`config.mk`:
```
export PLATFORM = sky130hd
export DESIGN_NAME = fbsr_div
export DESIGN_NICKNAME = d
export VERILOG_FILES = /design/src/hdl/fbsr_div.sv
export SDC_FILE = /design/constraint.sdc
export NUM_CORES = 1
export LEC_CHECK = 0
export BUFFER_PORTS_ARGS = -buffer_cell sky130_fd_sc_hd__buf_4
export CAP_MARGIN = 5
export CORE_MARGIN = 10
export CORE_UTILIZATION = 34
export CTS_CLUSTER_DIAMETER = 80
export DETAILED_ROUTE_END_ITERATION = 12
export SLEW_MARGIN = 40
export SYNTH_ARGS = -nofsm -noshare
export SYNTH_HDL_FRONTEND = slang
export SYNTH_SLANG_ARGS = --single-unit
```
`constraint.sdc`:
```
create_clock -name clk_i -period 6.95 [get_ports clk_i]
set_input_delay 1.39 -clock clk_i [delete_from_list [all_inputs] [get_ports clk_i]]
set_output_delay 1.39 -clock clk_i [all_outputs]
set_load 0.02 [all_outputs]
```
`src/hdl/fbsr_div.sv`:
```
// Restoring divider that produces one quotient bit per cycle.
`timescale 1ns / 1ps

module fbsr_div #(
  parameter int unsigned DividendW = 17,
  parameter int unsigned DivisorW  = 9
) (
  input  logic                 clk_i,
  input  logic                 rst_ni,
  input  logic                 start_i,
  input  logic [DividendW-1:0] dividend_i,
  input  logic [DivisorW-1:0]  divisor_i,
  output logic                 done_o,
  output logic [DividendW-1:0] quotient_o,
  output logic [DivisorW-1:0]  remainder_o
);

  localparam int unsigned CntW = $clog2(DividendW + 1);

  logic                 busy_q, busy_d;
  logic                 done_q, done_d;
  logic [CntW-1:0]      cnt_q, cnt_d;
  logic [DividendW-1:0] quo_q, quo_d;
  logic [DivisorW-1:0]  rem_q, rem_d;
  logic [DivisorW-1:0]  dsr_q, dsr_d;
  logic [DivisorW:0]    trial;
  logic                 fits;

  assign trial = {rem_q, quo_q[DividendW-1]};
  assign fits  = (trial >= {1'b0, dsr_q});

  always_comb begin
    busy_d = busy_q;
    done_d = 1'b0;
    cnt_d  = cnt_q;
    quo_d  = quo_q;
    rem_d  = rem_q;
    dsr_d  = dsr_q;
    if (start_i) begin
      busy_d = 1'b1;
      cnt_d  = CntW'(DividendW);
      quo_d  = dividend_i;
      rem_d  = '0;
      dsr_d  = divisor_i;
    end else if (busy_q) begin
      rem_d = fits ? DivisorW'(trial - {1'b0, dsr_q}) : trial[DivisorW-1:0];
      quo_d = {quo_q[DividendW-2:0], fits};
      cnt_d = cnt_q - CntW'(1);
      if (cnt_q == CntW'(1)) begin
        busy_d = 1'b0;
        done_d = 1'b1;
      end
    end
  end

  always_ff @(posedge clk_i or negedge rst_ni) begin
    if (!rst_ni) begin
      busy_q <= 1'b0;
      done_q <= 1'b0;
      cnt_q  <= '0;
    end else begin
      busy_q <= busy_d;
      done_q <= done_d;
      cnt_q  <= cnt_d;
    end
  end

  always_ff @(posedge clk_i) begin
    quo_q <= quo_d;
    rem_q <= rem_d;
    dsr_q <= dsr_d;
  end

  assign done_o      = done_q;
  assign quotient_o  = quo_q;
  assign remainder_o = rem_q;

endmodule

```
Yosys cells after proc, flatten, opt, wreduce, memory -nomap -nowiden
Cells that the tools add are included.

storage, ports and cells
  output and inout port bits = 27
  flip-flop bits (word level) = 42
  memories kept = 0
  bits in read-only memories = 0
  input bits = 29
  bits in writable memories = 0
  bits in latches = 0

cells by class
  magnitude comparators = 1
  $add $sub $neg = 2
  reductions and logical operators = 1
  div/mod/pow operators = 0
  multiply operators = 0
  shift operators = 0
  equal/unequal tests = 1
  mux-type cells = 11
  bitwise gates (word level) = 0

operator list
  operator                                                            count
  17-bit two-way mux                                                  2
  10-bit by 9-bit >= comparator with 1-bit output                     1
  5-bit two-way mux                                                   2
  9-bit two-way mux                                                   1
  9-bit subtractor                                                    1
  1-bit two-way mux                                                   6
  5-bit by 1-bit == test with 1-bit output, second input constant     1
  5-bit by 1-bit subtractor with 5-bit output, second input constant  1
  2-bit nonzero test                                                  1

Depth between registers and ports, before layout
Gate-level depths: netlist of the first run.

  depth in word-level cells = 4
  mapped depth = 10
  mapped depth without buffers = 9

Least setup slack after synthesis of the first run
OpenSTA, ideal clock, no wires.

  kind = reg-to-reg
  from = reg quo_q[16], in the netlist quotient_o[16]
  to = reg quo_q[0], in the netlist quotient_o[0], data pin
  setup slack = 4.355 ns
  data arrival time = 2.335 ns
  cell stages (with the launch flop) = 11
  required time = 6.690 ns
  library setup time = 0.260 ns
  cell sequence = edfxtp_1 > inv_1 > ha_1 > inv_1 > fa_1 > a211oi_2 > o31ai_2 > a211oi_4 > buf_6 > inv_1 > mux2_2

between the ends
  cells in the longest elaborated chain, start to end = 3

RTL lines
  item                                             RTL line  source
  start: declaration                               23        logic [DividendW-1:0] quo_q, quo_d;
  start signal: assignment                         69        quo_q <= quo_d;
  10-bit by 9-bit >= comparator with 1-bit output  30        assign fits = (trial >= {1'b0, dsr_q});
  17-bit two-way mux                               45        end else if (busy_q) begin
  17-bit two-way mux                               39        if (start_i) begin
  named net quo_d[0]                               23

The timed path passes the listed nets, and every way through them passes these cells. The select of a mux whose other input is x is not followed.
A chain may end at the register's enable or synchronous reset.

Worst setup path in the final report of the first run
Same ends and word-level chain as after synthesis.

==> results of run 1 <==
==> final timing paths <==
kind / end / slack, ps / depth (start not counted)
max reg2reg: quotient_o[0]$_DFFE_PP_ / 4160 / 9
max in group asynchronous: busy_q$_DFF_PN0_ / 5930 / 1
min in group asynchronous: cnt_q[4]$_DFFE_PN0P_ / 890 / 1
min reg2reg: remainder_o[7]$_SDFFE_PP0P_ / 530 / 2
min: remainder_o[7]$_SDFFE_PP0P_ / 530 / 2
max: quotient_o[0]$_DFFE_PP_ / 4160 / 9
==> area by class of cell <==
type / count / area, sq um
clock buffer: 6 / 72.57
clock inverter: 2 / 13.76
fill: 620 / 3546
inverter: 14 / 52.55
multi-input combinational: 113 / 945.9
sequential: 42 / 1137
tap: 77 / 96.34
timing repair buffer: 55 / 412.9
==> logic make-up after synthesis <==
logic type,after synthesis,synth area share [%]
fa+ha+maj,12,7.221
mux,21,10.60
xor+xnor,10,4.011
compound gates,28,10.72
buf+inv,23,4.642
flops,42,52.03
simple gates,42,10.77
==> worst min-delay path, cell delays in order (launching register included) <==
cell	delay (ps)
dfxtp_1	350
nand2_1	60
a311oi_1	70
==> metal layers <==
layer,vias up,global-route usage (%)
li1,758,-
met1,715,11.59
met2,26,14.09
met3,5,2.747
met4,0,3.913
met5,-,0
==> synthesized netlist by cell type (3+ instances only) <==
cell type and count:
nor2_1 14, xnor2_1 6, dfxtp_1 9, ha_1 11, a21oi_1 3, dfrtp_1 7, xor2_1 4, a21o_1 4
nand2b_1 4, nand2_1 5, mux2_2 17, a211oi_1 5, mux2i_1 4, inv_1 14, clkbuf_1 7, nor3_1 3
edfxtp_1 26
==> layout by cell type, fill, tap and decap left out, types with 3 or more instances in the layout <==
master / count
mux2i_1: 4
nor2_1: 14
dfrtp_1: 6
inv_1: 14
mux2_2: 17
ha_1: 11
a211oi_1: 5
xor2_1: 4
clkbuf_8: 5
nand2b_1: 4
dfxtp_1: 9
a21oi_1: 3
xnor2_1: 6
buf_4: 55
a21o_1: 4
nor3_1: 3
nand2_1: 5
edfxtp_1: 26
==> power breakdown <==
group          internal (mW)  total (mW)  switching [mW]
clock                 0.0710       0.158          0.0869
combinational          0.198       0.411           0.214
sequential             0.335       0.392          0.0570
==> through the flow <==
step | util, % | setup slack, ps | cells | instance area [sq um]
2_1_floorplan | - | 4355 | 178 | 2183
3_3_place_gp | 42.12 | 4187 | 301 | 2644
3_5_place_dp | 42.12 | 4150 | 301 | 2644
4_1_cts | 43.49 | 4145 | 309 | 2730
5_1_grt | 43.51 | 3945 | 309 | 2731
6_report | 43.51 | 4159 | 309 | 2731
==> registers in the layout, indices dropped and copies added (netlist names) <==
register / cells
cnt_q: 5
remainder_o: 9
dsr_q: 9
done_o: 1
busy_q: 1
quotient_o: 17
==> out/metrics.yaml, run 1 <==
ant_nets: 0
htree_num_levels: 2
hold_viol: 0
ys_seq_elements: 42
hold_buffers: 0
p_leak_nw: 1.216
cp-start-kind: "register"
tritoncts: "yes"
gr-total-overflow: 0
synth_nets: 219
post-route-period-util_pct: 40.16
syn_to_final_growth_pct: 25.10
ys_warn_count: 0
fp.dieH_um: 100.1
relSlewSlack_pct: 55.63
wl_um: 4656
wl_per_cell_um: 15.07
cts_made_buffers: 5
clock_path_buffers: 2
synth.distinct_cells: 44
place_congestion: 0.8129
holdCritPathClass: "reg2reg"
grt_pass1_wl_um: 7417
cp_top_family: "compound AO/OA/AOI/OAI gates"
ctsResizeCount: 0
synth.area.top_cells: "edfxtp_1, mux2_2, dfxtp_1"
diodes: 0
vias: 1504
power.density_nw_per_um2: 351.9
hpwl_um: 3449
die_w_um: 100.1
dr.pass1.iters: 4
fin_skew_ps: 2.403
fin_crit_ps: 2791
critical_path.max_fanout: 14
worst_pin_slew_ps: 663.4
wl_met1_um: 2115
max_freq_mhz: 358.2
slowest_stage: "a211oi_4"
top_layer: "met4"
finalPower_uw: 961.1
path_buf_inv: 3
wl_met3_um: 159
synth_top_area_cell: "edfxtp_1"
critPathCaptureType: "register"
cp_cell_sequence: "inv_1 -> ha_1 -> inv_1 -> fa_1 -> a211oi_2 -> o31ai_2 -> a211oi_4 -> inv_1 -> mux2_2"
cts-root-buf: "clkbuf_8"
worstHoldStart: "remainder_o[6]$_SDFFE_PP0P_"
setup_viol: 0
drc_errors: 0
layout.nets: 272
cp.arrival_ps: 2840
criticalPathCategory: "reg2reg"
synthFlopType: "edfxtp_1"
wl_met2_um: 2311
synth_area_sq_um: 2183
peakVddDrop_v: 0.0001296
seq_area_frac_synth_pct: 52.03
dieArea_sq_um: 10030
synthArstFlopShare_pct: 16.67
cp.required_ps: 7000
rsz0062_at_grt: "false"
crit_top_cell: "inv_1"
finalSetupTns_ps: 0
hold_slack_ps: 526.7
grt_pass1_vias: 1486
max_stage_delay_ps: 630
syn_avg_cell_area_sq_um: 12.27
cts_setup_buffers: 0
synth_top_area_share_pct: 35.76
slew_viol_final: 0
grt_usage_pct: 9.149
status: "completed"
clkTransAtPathRegs_ps: 80
start_util_pct: 34.78
drt_iter0_markers: 87
clk_latency_ps: 290
num_rows: 29
drive_gt1_share_pct: 40.52
pin_count: 56
io_buffers: 55
vias_per_cell: 4.867
antenna_found_initial: 0
grt_max_degree: 46
clock_sinks: 42
core_sq_um: 6277
synth-edff-count: 26
cap_violations: 0
rr_startpoint: "quotient_o[16]$_DFFE_PP_"
netlist_instances: 178
crit_path_start: "quotient_o[16]$_DFFE_PP_"
Note: power is estimated with default switching activity, not from simulation.
==> inputs of run 2 (changes only) <==
clock period = 2.7 ns   (was 6.95 ns; I/O delays follow)
==> run 2 against run 1 <==
Effect of this change: setup slack lost 3900 ps; non-clock buffer count grew 3; flip-flop and latch count is the same; combinational power grew to 2.7 times the previous value; die area is the same; global-route usage grew 0.21 points.
==> out/metrics.yaml, run 2 (synthesis gave the netlist of run 1 again) <==
status: "completed"
drt_iter0_markers: 56  # -36%
cp.arrival_ps: 2590  # -250 ps
p_switching_uw: 927.9  # +160%
pin_count: 56  # unchanged
dieArea_sq_um: 10030  # unchanged
setup_viol: 0  # unchanged
relSlewSlack_pct: 48.07  # -7.6 points
htree_num_levels: 2  # unchanged
layout.nets: 275  # +1.1%
p_seq_share_pct: 40.2  # -0.6 points
path_buf_inv: 3  # unchanged
p_leak_nw: 1.230  # +1.2%
hpwl_um: 3528  # +2.3%
die_w_um: 100.1  # unchanged
layoutNonFillerInstCount: 312  # +0.97%
fin_util_pct: 43.85  # +0.34 points
hold_buffers: 0  # unchanged
cts_setup_buffers: 0  # unchanged
slew_viol_final: 0  # unchanged
clk_latency_ps: 290  # about the same
cp-start-kind: "register"
wl_per_cell_um: 14.85  # -1.5%
power.density_nw_per_um2: 910.4  # +160%
io_buffers: 55  # unchanged
clock_path_buffers: 2  # unchanged
gr-total-overflow: 0  # unchanged
grt_max_degree: 33  # -28%
fin_ws_ps: 251.8  # -3907 ps
slowest_stage: "edfxtp_1"
finalSetupTns_ps: 0  # unchanged
cts-root-buf: "clkbuf_8"
crit_top_cell: "inv_1"
vias: 1515  # +0.73%
tritoncts: "yes"
wl_um: 4632  # -0.52%
ant_nets: 0  # unchanged
criticalPathCategory: "reg2reg"
core_sq_um: 6277  # unchanged
grt_pass1_vias: 1616  # +8.7%
cp_cell_sequence: "inv_1 -> ha_1 -> inv_1 -> fa_1 -> a211oi_2 -> o31ai_2 -> a211oi_4 -> buf_4 -> mux2i_1 -> a211oi_1"
post-route-period-util_pct: 90.67  # +51 points
critPathCaptureType: "register"
syn_to_final_growth_pct: 26.07
start_util_pct: 34.78  # unchanged
dp.cells: 304  # +1.0%
worst_pin_slew_ps: 779.0  # +115.6 ps
num_rows: 29  # unchanged
ctsResizeCount: 0  # unchanged
p_int_mw: 1.578  # +160%
fillers: 601  # -3.1%
vias_per_cell: 4.856  # -0.24%
largest_register_ffs: 17  # unchanged
fin_skew_ps: 6.634  # +4.232 ps
critical_path.max_fanout: 6  # -8
rsz0062_at_grt: "false"
antenna_found_initial: 0  # unchanged
final_common_cell: "buf_4"
place_congestion: 0.7377  # -9.3%
cts_made_buffers: 5  # unchanged
diodes: 0  # unchanged
layout_common_cells: "buf_4, edfxtp_1, mux2_2"
combPwrFrac_pct: 43.5  # +0.7 points
clkTransAtPathRegs_ps: 80  # about the same
cap_violations: 0  # unchanged
clock_sinks: 42  # unchanged
pre_cts_ws_ps: 248.5  # -3901 ps
p_sw_share_pct: 37.03  # -0.18 points
p_clk_share_pct: 16.3  # about the same
dr.pass1.iters: 4  # unchanged
cp_top_family: "compound AO/OA/AOI/OAI gates"
max_freq_mhz: 408.5  # +14%
drc_errors: 0  # unchanged
drive_gt1_share_pct: 40.85  # +0.33 points
grt_pass1_wl_um: 7652  # +3.2%
grt_usage_pct: 9.358  # +0.21 points
peakVddDrop_v: 0.0003380  # +160%
cp.required_ps: 2840  # -4160 ps
fp.dieH_um: 100.1  # unchanged
fin_crit_ps: 2448  # -343.3 ps
hold_viol: 0  # unchanged
max_stage_delay_ps: 420  # -210 ps
holdCritPathClass: "in2async"
## run 2: area by class of cell
type | count | area, sq um | share of cell area, %
timing repair buffer | 58 | 435.4 | 15.82
clock inverter | 2 | 13.76 | 0.5000
multi-input combinational | 113 | 945.9 | 34.36
clock buffer | 6 | 72.57 | 2.636
inverter | 14 | 52.55 | 1.909
sequential | 42 | 1136 | 41.27
tap | 77 | 96.34 | 3.500
## run 2: worst register-to-register path, delay by kind of cell, from the launching register on
kind,cells,cell delay (ps)
flip-flops,1,420
buffers and inverters,3,330
multiplexers,1,200
AO/OA/AOI/OAI,4,780
adder cells (fa/ha/maj),2,570
## run 2: path summary, 6_finish.rpt
check | startpoint | end | slack [ps] | cells past startpoint
max | quotient_o[16]$_DFFE_PP_ | remainder_o[4]$_SDFFE_PP0P_ | 250 | 10
min | rst_ni | busy_q$_DFF_PN0_ | 40 | 1
max reg2reg | quotient_o[16]$_DFFE_PP_ | remainder_o[4]$_SDFFE_PP0P_ | 250 | 10
min reg2reg | remainder_o[6]$_SDFFE_PP0P_ | remainder_o[7]$_SDFFE_PP0P_ | 520 | 2
max in group asynchronous | rst_ni | cnt_q[0]$_DFFE_PN0P_ | 2540 | 1
min in group clk_i | divisor_i[1] | dsr_q[1]$_DFFE_PP_ | 420 | 1
## run 2: metal layers
metal	part of all wire (%)	global-route usage (%)
met4	1.9	3.913
met5	0	0
met3	4.3	3.022
met1	43	10.63
met2	51	15.78
## run 2: stage by stage
| stage | total power [mW] | instance area [sq um] | hold slack, ps |
|---|---|---|---|
| finish | 2.506 | 2753 | 38.27 |
| global route | 2.701 | 2753 | 31.97 |
| CTS | 2.544 | 2753 | 32.74 |
| detailed placement | 2.129 | 2666 | 359.2 |
| global placement | 2.121 | 2666 | 357.7 |
| floorplan | 1.776 | 2183 | 244.4 |
## run 2: power by group through the flow
stage / Sequential, mW / Clock [mW] / Combinational, mW
6_report: 1.01 / 0.408 / 1.09
5_1_grt: 1.04 / 0.447 / 1.22
4_1_cts: 1.01 / 0.421 / 1.11
3_5_place_dp: 1.03 / 0 / 1.10
3_3_place_gp: 1.03 / 0 / 1.10
2_1_floorplan: 1.11 / 0 / 0.665
